### src/rtl/msfp_pkg.sv
// shared types and constants for the maximum spanning forest block
`timescale 1ns / 1ps
package msfp_pkg;

  localparam int unsigned END_W    = 5;
  localparam int unsigned IN_W_W   = 16;
  localparam int unsigned EIDX_W   = 6;
  localparam int unsigned NCNT_W   = 6;
  localparam logic [NCNT_W-1:0] NCNT_RESET = 6'd32;

  localparam logic OP_LOAD = 1'b0;
  localparam logic OP_RUN  = 1'b1;

  typedef struct packed {
    logic              opcode;
    logic [END_W-1:0]  edge_source;
    logic [END_W-1:0]  edge_target;
    logic [IN_W_W-1:0] edge_weight;
  } msfp_in_t;

  typedef struct packed {
    logic [END_W-1:0]  node_number;
    logic              has_parent;
    logic [END_W-1:0]  parent_node;
    logic [EIDX_W-1:0] edge_index;
    logic              last;
  } msfp_out_t;

  typedef enum logic [3:0] {
    S_IDLE,
    S_SCAN,
    S_JOIN_RD,
    S_JOIN_EW,
    S_JOIN_BW,
    S_OUT_RN,
    S_OUT_RE,
    S_OUT_PUT,
    S_FINISH
  } msfp_state_t;

  typedef struct packed {
    logic accept;
    logic run_clear;
    logic scan_init;
    logic scan_run;
    logic join_begin;
    logic edge_rd;
    logic edge_lat;
    logic best_chk;
    logic out_init;
    logic out_rn;
    logic out_lat;
    logic out_put;
    logic edges_clear;
  } msfp_cmd_t;

  typedef struct packed {
    logic run_go;
    logic n_zero;
    logic scan_end;
    logic pick_found;
    logic start_found;
    logic edge_end;
    logic slot_free;
    logic out_last;
  } msfp_stat_t;

endpackage

### src/rtl/msfp_ctrl.sv
// sequencer for loading, tree growth scans and result emission
`timescale 1ns / 1ps
module msfp_ctrl import msfp_pkg::*; (
  input  logic       clk,
  input  logic       rst_n,
  input  msfp_stat_t stat,
  output msfp_cmd_t  cmd
);

  msfp_state_t state_r, state_nxt;

  always_ff @(posedge clk) begin
    if (!rst_n) begin
      state_r <= S_IDLE;
    end else begin
      state_r <= state_nxt;
    end
  end

  always_comb begin
    state_nxt = state_r;
    case (state_r)
      S_IDLE: begin
        if (stat.run_go) begin
          state_nxt = stat.n_zero ? S_FINISH : S_SCAN;
        end
      end
      S_SCAN: begin
        if (stat.scan_end) begin
          state_nxt = (stat.pick_found || stat.start_found) ? S_JOIN_RD : S_OUT_RN;
        end
      end
      S_JOIN_RD: state_nxt = stat.edge_end ? S_SCAN : S_JOIN_EW;
      S_JOIN_EW: state_nxt = S_JOIN_BW;
      S_JOIN_BW: state_nxt = S_JOIN_RD;
      S_OUT_RN:  state_nxt = S_OUT_RE;
      S_OUT_RE:  state_nxt = S_OUT_PUT;
      S_OUT_PUT: begin
        if (stat.slot_free) begin
          state_nxt = stat.out_last ? S_FINISH : S_OUT_RN;
        end
      end
      S_FINISH:  state_nxt = S_IDLE;
      default:   state_nxt = S_IDLE;
    endcase
  end

  always_comb begin
    cmd = '0;
    case (state_r)
      S_IDLE: begin
        cmd.accept    = 1'b1;
        cmd.run_clear = stat.run_go;
        cmd.scan_init = stat.run_go && !stat.n_zero;
      end
      S_SCAN: begin
        cmd.scan_run   = 1'b1;
        cmd.join_begin = stat.scan_end && (stat.pick_found || stat.start_found);
        cmd.out_init   = stat.scan_end && !(stat.pick_found || stat.start_found);
      end
      S_JOIN_RD: begin
        cmd.edge_rd   = !stat.edge_end;
        cmd.scan_init = stat.edge_end;
      end
      S_JOIN_EW: cmd.edge_lat = 1'b1;
      S_JOIN_BW: cmd.best_chk = 1'b1;
      S_OUT_RN:  cmd.out_rn   = 1'b1;
      S_OUT_RE:  cmd.out_lat  = 1'b1;
      S_OUT_PUT: cmd.out_put  = stat.slot_free;
      S_FINISH:  cmd.edges_clear = 1'b1;
      default:   cmd = '0;
    endcase
  end

endmodule

### config.mk
export PLATFORM = sky130hd
export DESIGN_NAME = msfp_ctrl
export DESIGN_NICKNAME = d
export VERILOG_FILES = /design/src/rtl/msfp_pkg.sv /design/src/rtl/msfp_ctrl.sv
export SDC_FILE = /design/constraint.sdc
export NUM_CORES = 1
export LEC_CHECK = 0
export BUFFER_PORTS_ARGS = -buffer_cell sky130_fd_sc_hd__buf_2
export CORE_AREA = 2 2 39 41
export DETAILED_ROUTE_END_ITERATION = 7
export DIE_AREA = 0 0 41 43
export PLACE_DENSITY = 0.61
export RECOVER_POWER = 100
export SLEW_MARGIN = 20
export SYNTH_ARGS = -nofsm -noshare
export SYNTH_HDL_FRONTEND = slang
export SYNTH_SLANG_ARGS = --single-unit
### constraint.sdc
create_clock -name clk -period 3.6 [get_ports clk]
set_input_delay 0.72 -clock clk [delete_from_list [all_inputs] [get_ports clk]]
set_output_delay 0.72 -clock clk [all_outputs]
set_load 0.005 [all_outputs]
Word-level counts from Yosys, hierarchy flattened
Index checks and enable logic that the tools add are counted. W data, S select, Z words.

RAM bits: 0. Output and inout bits: 13. Input bits: 10. Register bits after elaboration: 4. Bits in latches: 0. Bits in read-only memories: 0. Memories: 0.

Shift-type cells: 0. Equal/unequal tests: 11. Reduce and logical (&&, ||, !) cells: 9. Add/sub/neg operators: 0. Order comparisons: 0. $mul: 0. Muxes and demuxes: 19. Div/mod/pow operators: 0. Bitwise logic cells: 0.

Operator list (count): $pmux W4 S8 (1); $mux W4 (5); $eq A4 B3 Y1 const B (4); $eq A4 B2 Y1 const B (2); $mux W1 (8); $mux W2 (3); $ne A2 B2 Y1 const B (3); $eq A4 B1 Y1 const B (1); $eq A4 B4 Y1 const B (1); $logic_not A4 Y1 (1); $logic_and A1 B1 Y1 (3); $logic_not A1 Y1 (3); $mux W3 (1); $reduce_and A3 Y1 (1); $pmux W1 S2 (1); $logic_or A1 B1 Y1 (1).

Depth between registers and ports, before layout
Depth in word-level cells: 4. Depth in mapped cells: 6. Depth with buffers taken out: 4.

Worst setup path after synthesis
No wires, ideal clock.

Kind: flip-flop to output port. Start: reg state_r[2]. End: out cmd[4] in the netlist's numbering. Stages on the path, launching flop included: 6. Path buffers: 1. Data required time: 2880 ps. Arrival time: 1076 ps. Slack: 1804 ps. Cells stage by stage: dfxtp_1 buf_2 or2_4 nor2_2 nand2_1 nor3_1.

RTL lines: start: declaration (line msfp_ctrl.sv:10) `msfp_state_t state_r, state_nxt;`; start signal: assignment (line msfp_ctrl.sv:16) `state_r <= state_nxt;`; end: declaration (line msfp_ctrl.sv:7) `output msfp_cmd_t cmd`.

==> out/qor.yml <==
status: "completed"
layout_worst_path_cycle_share_pct: 60.9
synth.most_common_cell: "nor2_1"
skew_ns: 0.00163
syn_inst: 56
diodes: 0
synth_seq_cells: 4
drt_iter0_drc: 7
ys.flop_type: "dfxtp_1"
finalCriticalPeriod_ns: 2.19
maxSlewHeadroom_pct: 62.7
drc: 0
grt.busiest_layer: "met2"
setup_viol: 0
vdd_drop_max_mv: 0.136
hp-class: "flip-flop to flip-flop"
yosys.area_share.simple_pct: 50.6
clk_pin_slew_worst_paths_ns: 0.03
worstMarginPinSlew_ns: 0.559
antenna_found_initial: 0
synth-compound-area-share_pct: 20.9
netlist.area_leader.share_pct: 19.6
hold_violations: 0
synth_xor_area_share_pct: 0
io_buffers: 22
gp_congestion: 0.807
cts_tree: "done"
yosys.area.top_type: "dfxtp_1"
drive_gt1_share_pct: 28.6
fin_ws_ns: 1.41
cts.hold.buffers_added: 0
clkSinkCount: 4
required_ns: 2.88
path_delay_family: "simple AND/OR/NAND/NOR gates"
first_pass_iters: 4
syn-mean-instance-area_sq_um: 7.28
grt-ovfl-total: 0
cp-end-kind: "primary output"
nets: 89
crit_chain: "or2_0, nor2_2, nand2_1, nor3_1, clkbuf_1"
gr-usage-met2_pct: 19.7
vias: 469
cts_made_buffers: 3
cp_slowest_stage_delay_ns: 0.40
crit_type: "flip-flop to primary output"
rows: 14
p_leak_nw: 0.196
grt_pass1_vias: 402
hpwl_microns: 826
setup_tns_ns: 0
die_h_microns: 43
crit_fanout: 11
largest_reg_flops: 4
dieArea_sq_mm: 0.00176
maxCapViolCount: 0
track_usage_pct: 12.8
yosys-mux-area-fraction_pct: 0
yosysSeqAreaShare_pct: 19.6
synth_commonest_cells: "nor2_1, nand2b_1, dfxtp_1, nor3_1"
cts.repair.resized: 0
pin_count: 23
routedWlPerCell_microns: 11.3
crit_arrival_ns: 1.47
insertion_delay_ns: 0.23
htree_levels: 1
num-fill-cells: 166
grt_pass1_wl_microns: 1580
viasPerCell: 5.04
drv_slew: 0
core_sq_mm: 0.00138
synth_top_family_by_area: "simple AND/OR/NAND/NOR gates"
gr-usage-met3_pct: 4.71
antenna_left: 0
yosysWarnings: 0
initial_core_util_pct: 29.5
synth_nets: 66
fp.dieW_microns: 41
cts_setup_buffers: 0
rsz0062_at_grt: "false"
ys_types: 33
grtUsageMet1_pct: 16.8
yosys.area_share.adder_pct: 0
ctsRootBufferMaster: "clkbuf_4"
crit_buf_inv: 1
largest-register: "state_r"
cts_max_path_buffers: 2
area_growth_pct: 23.9
worst_setup_path_start_kind: "flip-flop"
pre_cts_slack_ns: 1.61
drt_wl_total_microns: 1050
reg_top3: "state_r: 4 flops"
powerDensity_mw_per_mm2: 327
synth_edf_count: 0
grt_max_degree: 19
async_flop_share_pct: 0
max_clock_freq_mhz: 456
synth_area_sq_um: 408
slowest_stage: "dfxtp_1"
yosys-top-cells-area: "dfxtp_1, nor2_1, nand2b_1"
[layer usage]
metal | wire length [microns] | part of all wire (%) | up-vias
met3 | 65 | 6.2 | 0
met4 | 0 | 0 | 0
met5 | 0 | 0 | -
li1 | - | - | 245
met2 | 480 | 46 | 13
met1 | 503 | 48 | 211
[path summary, 6_finish.rpt]
path | startpoint | endpoint | slack, ns | cells after the start
hold / removal | state_r[2] | state_r[3] | 0.66 | 2
hold reg to reg | state_r[2] | state_r[3] | 0.66 | 2
setup reg to reg | state_r[0] | state_r[1] | 2.10 | 4
setup / recovery | state_r[2] | cmd[4] | 1.41 | 5
[kinds of logic after synthesis]
logic type,count (synthesis)
AND/OR/NAND/NOR,34
buffers and inverters,6
AO/OA/AOI/OAI,12
flip-flops,4
[final cells by class]
cell class | instances | area [sq um] | area share, %
multi-input cells | 46 | 275 | 54.5
clock buffers | 3 | 22.5 | 4.46
repair buffers | 22 | 100 | 19.8
flip-flops and latches | 4 | 80.1 | 15.8
well taps | 16 | 20.0 | 3.96
inverters | 2 | 7.51 | 1.49
[placed cells by master, fill, tap and decap left out, types with 2 or more instances in the layout]
| master | count |
|---|---|
| buf_2 | 13 |
| nor2_1 | 9 |
| clkbuf_4 | 3 |
| clkbuf_1 | 8 |
| nor3_1 | 5 |
| nand2_1 | 2 |
| o21ai_0 | 3 |
| nand2b_1 | 5 |
| a21oi_1 | 2 |
| or3_1 | 2 |
| dfxtp_1 | 4 |
[worst register-to-register path: stages (launching register included)]
cell and delay (ns):
dfxtp_1 0.63, o21ai_0 0.26, a221oi_1 0.30, nor2_1 0.06
o21ai_0 0.17
[power by group]
part / leakage, nW / total, mW / internal [mW] / switching (mW)
sequential: 0.0326 / 0.0598 / 0.0481 / 0.0118
combinational: 0.150 / 0.0523 / 0.0274 / 0.0249
clock: 0.0138 / 0.0531 / 0.0371 / 0.0159
[through the flow]
stage / hold slack, ns / power, mW / cell area [sq um] / util (%) / instances
4_1_cts: 0.664 / 0.172 / 532 / 38.4 / 93
2_1_floorplan: 0.594 / 0.0975 / 408 / - / 56
3_5_place_dp: 0.656 / 0.117 / 509 / 36.8 / 90
6_report: 0.659 / 0.165 / 505 / 36.5 / 93
5_1_grt: 0.705 / 0.179 / 505 / 36.5 / 93
3_3_place_gp: 0.652 / 0.116 / 509 / 36.8 / 90
Power figures use the tool's default switching activity.
