[config.mk]
export PLATFORM = sky130hd
export DESIGN_NAME = msfp_dpath
export DESIGN_NICKNAME = d
export VERILOG_FILES = /design/src/rtl/msfp_pkg.sv /design/src/rtl/msfp_ram.sv /design/src/rtl/msfp_dpath.sv
export SDC_FILE = /design/constraint.sdc
export NUM_CORES = 2
export LEC_CHECK = 0
export BUFFER_PORTS_ARGS = -buffer_cell sky130_fd_sc_hd__buf_2
export CORE_ASPECT_RATIO = 0.7
export CORE_MARGIN = 4
export CORE_UTILIZATION = 35
export DETAILED_ROUTE_END_ITERATION = 12
export RECOVER_POWER = 25
export SYNTH_ARGS = -nofsm -noshare
export SYNTH_HDL_FRONTEND = slang
export SYNTH_SLANG_ARGS = --single-unit
[constraint.sdc]
create_clock -name clk -period 7.6 [get_ports clk]
set_input_delay 1.52 -clock clk [delete_from_list [all_inputs] [get_ports clk]]
set_output_delay 1.52 -clock clk [all_outputs]
set_load 0.1 [all_outputs]
[src/rtl/msfp_pkg.sv]
// shared types and constants for the maximum spanning forest block
`timescale 1ns / 1ps
package msfp_pkg;

  localparam int unsigned END_W    = 5;
  localparam int unsigned IN_W_W   = 16;
  localparam int unsigned EIDX_W   = 6;
  localparam int unsigned NCNT_W   = 6;
  localparam logic [NCNT_W-1:0] NCNT_RESET = 6'd32;

  localparam logic OP_LOAD = 1'b0;
  localparam logic OP_RUN  = 1'b1;

  typedef struct packed {
    logic              opcode;
    logic [END_W-1:0]  edge_source;
    logic [END_W-1:0]  edge_target;
    logic [IN_W_W-1:0] edge_weight;
  } msfp_in_t;

  typedef struct packed {
    logic [END_W-1:0]  node_number;
    logic              has_parent;
    logic [END_W-1:0]  parent_node;
    logic [EIDX_W-1:0] edge_index;
    logic              last;
  } msfp_out_t;

  typedef enum logic [3:0] {
    S_IDLE,
    S_SCAN,
    S_JOIN_RD,
    S_JOIN_EW,
    S_JOIN_BW,
    S_OUT_RN,
    S_OUT_RE,
    S_OUT_PUT,
    S_FINISH
  } msfp_state_t;

  typedef struct packed {
    logic accept;
    logic run_clear;
    logic scan_init;
    logic scan_run;
    logic join_begin;
    logic edge_rd;
    logic edge_lat;
    logic best_chk;
    logic out_init;
    logic out_rn;
    logic out_lat;
    logic out_put;
    logic edges_clear;
  } msfp_cmd_t;

  typedef struct packed {
    logic run_go;
    logic n_zero;
    logic scan_end;
    logic pick_found;
    logic start_found;
    logic edge_end;
    logic slot_free;
    logic out_last;
  } msfp_stat_t;

endpackage

[src/rtl/msfp_ram.sv]
// generic single write port, single read port ram with registered read
`timescale 1ns / 1ps
module msfp_ram #(
  parameter int unsigned WIDTH = 8,
  parameter int unsigned DEPTH = 16
) (
  input  logic                     clk,
  input  logic                     we,
  input  logic [$clog2(DEPTH)-1:0] waddr,
  input  logic [WIDTH-1:0]         wdata,
  input  logic                     re,
  input  logic [$clog2(DEPTH)-1:0] raddr,
  output logic [WIDTH-1:0]         rdata
);

  logic [WIDTH-1:0] mem_r [DEPTH];

  always_ff @(posedge clk) begin
    if (we) begin
      mem_r[waddr] <= wdata;
    end
    if (re) begin
      rdata <= mem_r[raddr];
    end
  end

endmodule

[src/rtl/msfp_dpath.sv]
// edge store, node offers, scan and result registers
`timescale 1ns / 1ps
module msfp_dpath import msfp_pkg::*; #(
  parameter int unsigned MAX_NODES   = 32,
  parameter int unsigned MAX_EDGES   = 64,
  parameter int unsigned WEIGHT_BITS = 16
) (
  input  logic              clk,
  input  logic              rst_n,
  input  msfp_cmd_t         cmd,
  output msfp_stat_t        stat,
  input  logic              in_valid,
  output logic              in_ready,
  input  msfp_in_t          in_data,
  output logic              out_valid,
  input  logic              out_ready,
  output msfp_out_t         out_data,
  input  logic              cfg_we,
  input  logic [NCNT_W-1:0] cfg_wdata
);

  localparam int unsigned NIW  = $clog2(MAX_NODES);
  localparam int unsigned NCW  = $clog2(MAX_NODES + 1);
  localparam int unsigned CW   = (NCW > NCNT_W) ? NCW : NCNT_W;
  localparam int unsigned EIW  = $clog2(MAX_EDGES);
  localparam int unsigned ECW  = $clog2(MAX_EDGES + 1);
  localparam int unsigned EDW  = 2 * END_W + WEIGHT_BITS;
  localparam int unsigned NDW  = WEIGHT_BITS + EIW;
  localparam logic [CW-1:0] MAXN_C = CW'(MAX_NODES);
  localparam logic [ECW-1:0] MAXE_C = ECW'(MAX_EDGES);

  logic [NCNT_W-1:0] node_count_r;
  logic [CW-1:0]     n_c;
  logic [ECW-1:0]    cnt_r;
  logic [ECW-1:0]    e_r;

  logic [MAX_NODES-1:0] done_r, wait_r, hpar_r;

  logic [CW-1:0]          sc_r;
  logic                   d_vld_r;
  logic [NIW-1:0]         d_idx_r;
  logic                   pick_v_r, first_v_r;
  logic [NIW-1:0]         pick_r, first_r;
  logic [WEIGHT_BITS-1:0] pick_w_r;

  // ju_r is the joining node, jv_r the far end of the edge in flight
  logic [NIW-1:0]         ju_r;
  logic [NIW-1:0]         jv_r;
  logic [WEIGHT_BITS-1:0] jw_r;
  logic [EIW-1:0]         je_r;
  logic                   jel_r;

  logic [NIW-1:0] o_r;
  logic           ohp_r;
  logic [EIW-1:0] oe_r;

  logic           out_valid_r;
  msfp_out_t      out_data_r;

  // edge ram: {end a, end b, weight}
  logic           e_we, e_re;
  logic [EIW-1:0] e_raddr;
  logic [EDW-1:0] e_wdata, e_rdata;
  logic [END_W-1:0]       ea, eb;
  logic [WEIGHT_BITS-1:0] ew;

  // node ram: {best weight, chosen edge}
  logic           n_we, n_re;
  logic [NIW-1:0] n_raddr;
  logic [NDW-1:0] n_wdata, n_rdata;
  logic [WEIGHT_BITS-1:0] nb_w;
  logic [EIW-1:0]         nb_e;

  logic           load_go;
  logic [CW-1:0]  ea_c, eb_c, u_c, v_c, o_c;
  logic [NIW-1:0] u_idx;
  logic           touches, elig, upd;

  assign n_c = (CW'(node_count_r) > MAXN_C) ? MAXN_C : CW'(node_count_r);

  assign in_ready = cmd.accept;
  assign load_go  = in_valid && cmd.accept && (in_data.opcode == OP_LOAD) && (cnt_r < MAXE_C);

  assign {ea, eb, ew}  = e_rdata;
  assign {nb_w, nb_e}  = n_rdata;

  assign u_idx   = pick_v_r ? pick_r : first_r;
  assign ea_c    = CW'(ea);
  assign eb_c    = CW'(eb);
  assign u_c     = CW'(ju_r);
  assign touches = (ea_c == u_c) || (eb_c == u_c);
  assign v_c     = (ea_c == u_c) ? eb_c : ea_c;
  assign elig    = touches && (v_c < n_c) && !done_r[v_c[NIW-1:0]];
  assign upd     = cmd.best_chk && jel_r && (!wait_r[jv_r] || (jw_r > nb_w));
  assign o_c     = CW'(o_r);

  assign e_we    = load_go;
  assign e_wdata = {in_data.edge_source, in_data.edge_target,
                    WEIGHT_BITS'(in_data.edge_weight)};
  assign e_re    = cmd.edge_rd || cmd.out_lat;
  assign e_raddr = cmd.out_lat ? nb_e : e_r[EIW-1:0];

  assign n_we    = upd;
  assign n_wdata = {jw_r, je_r};
  assign n_re    = (cmd.scan_run && (sc_r < n_c)) || cmd.edge_lat || cmd.out_rn;
  always_comb begin
    if (cmd.edge_lat) begin
      n_raddr = v_c[NIW-1:0];
    end else if (cmd.out_rn) begin
      n_raddr = o_r;
    end else begin
      n_raddr = sc_r[NIW-1:0];
    end
  end

  msfp_ram #(.WIDTH(EDW), .DEPTH(MAX_EDGES)) u_edge_ram (
    .clk   (clk),
    .we    (e_we),
    .waddr (cnt_r[EIW-1:0]),
    .wdata (e_wdata),
    .re    (e_re),
    .raddr (e_raddr),
    .rdata (e_rdata)
  );

  msfp_ram #(.WIDTH(NDW), .DEPTH(MAX_NODES)) u_node_ram (
    .clk   (clk),
    .we    (n_we),
    .waddr (jv_r),
    .wdata (n_wdata),
    .re    (n_re),
    .raddr (n_raddr),
    .rdata (n_rdata)
  );

  always_ff @(posedge clk) begin
    if (!rst_n) begin
      node_count_r <= NCNT_RESET;
      cnt_r        <= '0;
      done_r       <= '0;
      wait_r       <= '0;
      hpar_r       <= '0;
      d_vld_r      <= 1'b0;
      pick_v_r     <= 1'b0;
      first_v_r    <= 1'b0;
      out_valid_r  <= 1'b0;
    end else begin
      if (cfg_we) begin
        node_count_r <= cfg_wdata;
      end
      if (load_go) begin
        cnt_r <= cnt_r + 1'b1;
      end
      if (cmd.edges_clear) begin
        cnt_r <= '0;
      end
      if (cmd.run_clear) begin
        done_r <= '0;
        wait_r <= '0;
        hpar_r <= '0;
      end
      if (cmd.scan_init) begin
        d_vld_r   <= 1'b0;
        pick_v_r  <= 1'b0;
        first_v_r <= 1'b0;
      end else if (cmd.scan_run) begin
        d_vld_r <= (sc_r < n_c);
        if (d_vld_r) begin
          // strict compare keeps the lowest index on equal offers
          if (wait_r[d_idx_r] && (!pick_v_r || (nb_w > pick_w_r))) begin
            pick_v_r <= 1'b1;
          end
          if (!done_r[d_idx_r]) begin
            first_v_r <= 1'b1;
          end
        end
      end
      if (cmd.join_begin) begin
        done_r[u_idx] <= 1'b1;
        wait_r[u_idx] <= 1'b0;
      end
      if (upd) begin
        wait_r[jv_r] <= 1'b1;
        hpar_r[jv_r] <= 1'b1;
      end
      if (cmd.out_put) begin
        out_valid_r <= 1'b1;
      end else if (out_ready) begin
        out_valid_r <= 1'b0;
      end
    end
  end

  always_ff @(posedge clk) begin
    if (cmd.scan_init) begin
      sc_r <= '0;
    end else if (cmd.scan_run) begin
      d_idx_r <= sc_r[NIW-1:0];
      if (sc_r < n_c) begin
        sc_r <= sc_r + 1'b1;
      end
      if (d_vld_r) begin
        if (wait_r[d_idx_r] && (!pick_v_r || (nb_w > pick_w_r))) begin
          pick_r   <= d_idx_r;
          pick_w_r <= nb_w;
        end
        if (!done_r[d_idx_r] && !first_v_r) begin
          first_r <= d_idx_r;
        end
      end
    end
    if (cmd.join_begin) begin
      ju_r <= u_idx;
      e_r  <= '0;
    end
    if (cmd.edge_lat) begin
      jel_r <= elig;
      jw_r  <= ew;
      je_r  <= e_r[EIW-1:0];
      jv_r  <= v_c[NIW-1:0];
      e_r   <= e_r + 1'b1;
    end
    if (cmd.out_init) begin
      o_r <= '0;
    end
    if (cmd.out_lat) begin
      ohp_r <= hpar_r[o_r];
      oe_r  <= nb_e;
    end
    if (cmd.out_put) begin
      out_data_r.node_number <= END_W'(o_r);
      out_data_r.has_parent  <= ohp_r;
      out_data_r.parent_node <= ohp_r ? ((eb_c == o_c) ? ea : eb) : '0;
      out_data_r.edge_index  <= ohp_r ? EIDX_W'(oe_r) : '0;
      out_data_r.last        <= (o_c == n_c - 1'b1);
      o_r <= o_r + 1'b1;
    end
  end

  assign stat.run_go      = in_valid && cmd.accept && (in_data.opcode == OP_RUN);
  assign stat.n_zero      = (n_c == '0);
  assign stat.scan_end    = (sc_r == n_c) && !d_vld_r;
  assign stat.pick_found  = pick_v_r;
  assign stat.start_found = first_v_r;
  assign stat.edge_end    = (e_r == cnt_r);
  assign stat.slot_free   = !out_valid_r || out_ready;
  assign stat.out_last    = (o_c == n_c - 1'b1);

  assign out_valid = out_valid_r;
  assign out_data  = out_data_r;

endmodule

### Word-level counts from Yosys, hierarchy flattened

Memories as Yosys holds them, arrays and structs flattened. A register that Yosys moved wholly into a read port is not among the register bits.
Cells that the tools add are included.

* register bits after elaboration: 220
* memory bits (writable): 2368
* output and inout port bits: 28
* word-level logic and storage cells: 145
* memories kept: 2

* $add $sub $neg: 5
* order comparisons: 13
* equal/unequal tests: 6
* multiplexer cells: 42
* bitwise logic cells: 9
* reduce and logical (&&, ||, !) cells: 40

Memory list
* u_edge_ram.mem_r: words 64, width 26, rd ports 1, clocked after Yosys merged registers in 1, wr ports 1, line msfp_ram.sv:16 `logic [WIDTH-1:0] mem_r [DEPTH];`
* u_node_ram.mem_r: words 32, width 22, rd ports 1, clocked after Yosys merged registers in 1, wr ports 1, line msfp_ram.sv:16

Operators with widths (count)
* two-way mux 32 bit: 11
* OR 32 bit: 3
* two-way mux 5 bit: 7
* bitwise AND 32 bit: 1
* greater-than comparator 16 bit: 2
* inverter 32 bit: 1
* < comparator 5 x 6 -> 1 bit, second input constant: 5
* binary-select mux 1 bit (select 5 bit): 5
* equality test 5 bit: 3
* adder 7 x 1 -> 7 bit, second input constant: 2
* logical AND 1 bit: 14
* two-way mux 7 bit: 2
* two-way mux 1 bit: 13
* two-way mux 6 bit: 2
* demux 1 bit (select 5 bit): 2
* greater-or-equal comparator 5 x 1 -> 1 bit, second input constant: 2
* AND reduction 4 bit: 2
* equality test 7 bit: 1
* logical NOT 1 bit: 7
* logical OR 1 bit: 7
* < comparator 7 bit, second input constant: 1
* adder 6 x 1 -> 6 bit, second input constant: 1
* equality test 5 x 6 -> 1 bit: 1
* equality test 6 bit: 1
* other kinds (11): 19

### Longest topological paths before layout

* word-level depth: 11
* gate-level depth with buffers: 13
* gate-level depth less buffers: 11

### Modules after synthesis

A second synthesis with hierarchy kept.

* cell total of the unflattened synthesis: 5352
* area, all modules: 103758.3 sq um

By module, submodules not included
* msfp_ram (u_edge_ram): times used 1, cells an instance 2841, area each 64443.1 sq um
* msfp_ram (u_node_ram): times used 1, cells an instance 1550, area each 28205.8 sq um
* msfp_dpath: times used 1, cells an instance 961, area each 11109.4 sq um

### Worst setup path before layout

Ideal clock, no wire load.

* path kind: reg2out
* start: register node_count_r[5]
* end: output port stat[0] (netlist bit)
* data arrival time: 4220 ps
* path slack: 1860 ps
* cell stages (with the launch flop): 8
* cell sequence: dfxtp_1 -> inv_1 -> nand2_1 -> nand3_1 -> or3_1 -> a31oi_1 -> a21oi_1 -> nor4_1

RTL lines
* from (decl): line msfp_dpath.sv:32 `logic [NCNT_W-1:0] node_count_r;`
* from (signal assigned): line msfp_dpath.sv:149 `node_count_r <= cfg_wdata;`
* to (decl): line msfp_dpath.sv:11 `output msfp_stat_t stat,`

### Worst setup path after layout

* start: input port cmd[2] (netlist bit)
* end: register u_edge_ram.rdata[9] (read register of u_edge_ram.mem_r) (data pin)

* longest elaborated chain between the ends: 1

RTL lines
* from (decl): line msfp_dpath.sv:10 `input msfp_cmd_t cmd,`
* two-way mux 6 bit / logical OR 1 bit (equally long branches): line msfp_dpath.sv:101, msfp_dpath.sv:100
* to (decl): line msfp_ram.sv:13 `output logic [WIDTH-1:0] rdata`

Parallel ways exist; a longest one is shown, timed or not.
A chain may end at the register's enable or synchronous reset.

==> summary.txt <==
Status
  – Outcome: finished with violations
  – Failing checks: max-capacitance violations, max-slew violations

Place
  – Post-DP HPWL: 165000 um
  – Dpl cells: 9799
  – Gpl congestion: 0.825
  – Post-Place Cell Area: 110000 um2
  – I/O Buffers: 78

Global routing
  – GRT overflow: 0
  – First-pass GRT wire length: 410000 um
  – Busiest grt layer: met2
  – Largest net degree at the start of global routing: 117
  – Initial antenna violation count: 15
  – Routing usage on met1: 26.9%
  – Number of global-route vias before repair: 55300
  – GRT Total Usage: 18.3%
  – Global Route met3 Usage: 3.95%
  – GR Util met2: 27.4%

STA
  – Fin crit share: 78.8%
  – Slew Limit Fails: 1806
  – FMAX: 167 MHz
  – Final hold vios: 0
  – Min Tclk post-route: 5990 ps
  – Clock skew: 95.5 ps
  – Worst slew pin tran: 3740 ps
  – Final setup fails: 0
  – Final setup TNS: 0 ps
  – RSZ-0062 raised after global routing: false
  – Relative slew slack: -149%
  – Worst hold slack: 452 ps

Pwr
  – Sequential power share: 45.8%
  – Clk pwr share: 32.3%
  – Power Internal: 26.2 mW
  – Psw: 11.1 mW
  – Pleak: 37.1 nW
  – Comb pwr share: 21.9%
  – Peak supply drop: 222 uV
  – P per Cell Area: 316 nW/um2
  – Sw Ratio: 29.7%

Worst setup path
  – R2R Setup Slk: 2230 ps
  – CP arrival: 6530 ps
  – Critical Path Start: cmd[2]
  – CP Cell Sequence: clkbuf_1 > mux2_8 > buf_4 > mux4_2 > and2_1 > a211oi_1 > a31oi_1 > a211oi_1 > a21oi_1
  – Worst R2R Path Depth: 12
  – Critical path type: in2reg
  – R2R Path End: u_node_ram.mem_r[16][2]
  – Slowest stage delay, CP: 1050 ps
  – Origin of the critical flop-to-flop path: jw_r[0]
  – Most frequent CP cell: a211oi_1
  – Crit path max fanout: 64
  – Worst Path Required: 8140 ps
  – Slowest CP cell: a211oi_1
  – Setup crit end kind: register
  – Startpoint Class: input port
  – Crit path capture: u_edge_ram.rdata[9]

Cells and area
  – Layout cell share with drive strength beyond 1: 19.4%
  – Non-filler instance count after layout: 10200
  – Fill count: 26500
  – Synth-to-layout area growth: 13.4%
  – Core Util, Final: 39.9%
  – Final net count: 6178
  – Fin area: 118000 um2

Floorplanning
  – Die Y: 464 um
  – Starting Density: 35.2%
  – Placeable Area: 296000 um2
  – Io pins: 79
  – Die X: 660 um
  – Row count: 167
  – Die Area: 306000 um2

Detailed routing
  – Final wirelength: 286000 um
  – DR pass1 iterations: 5
  – WL/cell: 27.9 um
  – Via count: 57000
  – ANT nets after route: 0
  – DRC violation count after routing: 0
  – DR vias/cell: 5.56
  – DRC marker count from the first detailed-route iteration: 7028

Clock network
  – Cts repair resizes: 0
  – CTS HTree Levels: 4
  – Clock Sinks: 2636
  – Clock Pin Slew Worst Setup and Hold Paths: 60 ps
  – CTS Buf Count: 248
  – Clk_lat worst skew: 930 ps
  – CTS Hold Bufs: 0
  – Setup Buffers After CTS: 0
  – TritonCTS clock tree: yes
  – CTS root buf: clkbuf_16
  – Clock buffer depth: 4

Synth
  – Synth cell types: 60
  – Sequential fraction of the synthesis area: 74.9%
  – Syn Inst Count: 5870
  – Synthesized cell area: 104000 um2
  – Syn Area/Cell: 17.7 um2
  – Number of synthesized flops with an enable pin: 2517
  – FFs w/ async S/R, synth: 0%
  – Most common flop cell mapped by yosys: edfxtp_1
  – Post-synthesis register bit count: 2636
  – Ys Warns: 0
  – Post-synth net total: 5969

Min path
  – Worst hold path type: reg2reg
  – Hold Path Origin: hpar_r[26]

Run
  – Max-cap viol count: 38
## flip-flops by register name, indices dropped and copies added (netlist names), 7 cells and up
name,count
u_edge_ram.mem_r,1664
u_node_ram.mem_r,704
done_r,32
hpar_r,32
wait_r,32
u_edge_ram.rdata,26
u_node_ram.rdata,22
out_data,18
jw_r,16
pick_w_r,16
cnt_r,7
e_r,7
## Yosys cell counts (all sizes together) (9+ instances only)
master,instances,area [um2]
nor2,147,552
o21ai,82,410
a31oi,188,1180
a21oi,78,390
a22oi,50,375
nand2,679,2550
clkbuf,229,860
o211ai,9,67.6
nor2b,32,200
a221oi,24,273
o2111a,23,259
nand2b,34,213
xor2,25,219
xnor2,17,149
nand3,124,621
nand4,17,106
a311oi,52,455
mux4,454,10200
nor3,15,86.3
and2,252,1580
inv,56,210
dfxtp,119,2380
a21boi,27,203
ha,48,601
buf,136,757
edfxtp,2517,75600
a211oi,261,1960
mux2i,106,1060
## cells by family after synthesis
logic type / count (synthesis) / share of synthesized area, %
DFF: 2636 / 74.9
and+or+nand+nor: 1336 / 5.92
AOI/OAI and AO/OA: 822 / 5.57
muxes: 565 / 10.9
buffers and inverters: 421 / 1.76
adders and majority gates: 48 / 0.577
xor gates and xnor gates: 42 / 0.353
## power by group through the flow
stage	Combinational [mW]	Clock, mW	Sequential [mW]
6_report	8.17	12.1	17.1
5_1_grt	8.74	12.9	17.1
2_1_floorplan	5.10	0	17.1
3_5_place_dp	8.17	0	17.4
3_3_place_gp	8.11	0	17.4
4_1_cts	8.20	12.3	17.1
## through the flow
step / worst slack, ps / total power, mW
global placement: 1170 / 25.5
finish: 1610 / 37.3
detailed placement: 1230 / 25.5
floorplan: 1860 / 22.2
global route: 1250 / 38.7
CTS: 2090 / 37.5
## critical path: cells and delay by family
kind | cells | cell delay, ps
buffers and inverters | 2 | 1620
muxes | 2 | 1540
AOI/OAI and AO/OA | 4 | 1490
and+or+nand+nor | 1 | 180
## area by class of cell
cell class	count	area [um2]	share of cell area [%]
Timing Repair Buffer	324	2340	1.98
Sequential cell	2636	78000	66.1
Clock inverter	138	1170	0.993
Clock buffer	299	6550	5.55
Antenna cell	7	17.5	0.0148
Tap cell	3971	4970	4.21
Inverter	56	210	0.178
Multi-Input combinational cell	2813	24800	21.0
## how the worst min path moves through the flow
stage	to	slack (ps)	cells after the start
global placement	hpar_r[9]	430	2
CTS	hpar_r[26]	450	2
floorplan	jw_r[0]	400	0
global route	hpar_r[6]	490	2
finish	hpar_r[26]	450	2
detailed placement	hpar_r[26]	440	2
## placed cells by master, fill, tap and decap left out, types with 52 or more instances in the layout
cell type  instances
clkbuf_16        254
o21ai_0           81
inv_1             56
nand3_1          123
a31oi_1          187
clkinv_1          55
buf_4            184
a211oi_1         254
nor2_2            89
a21oi_1           75
nand2_1          677
mux2i_1          101
edfxtp_1        2517
buf_2             70
dfxtp_1          119
mux4_2           454
and2_1           224
clkbuf_1          91
a311oi_1          52
## metal layers
metal  routed length (um)  up-vias
li1                     -    23800
met1               123000    29900
met2               128000     2808
met3                27900      445
met4                 7130        0
met5                    0        -
(Power assumes the default switching activity.)
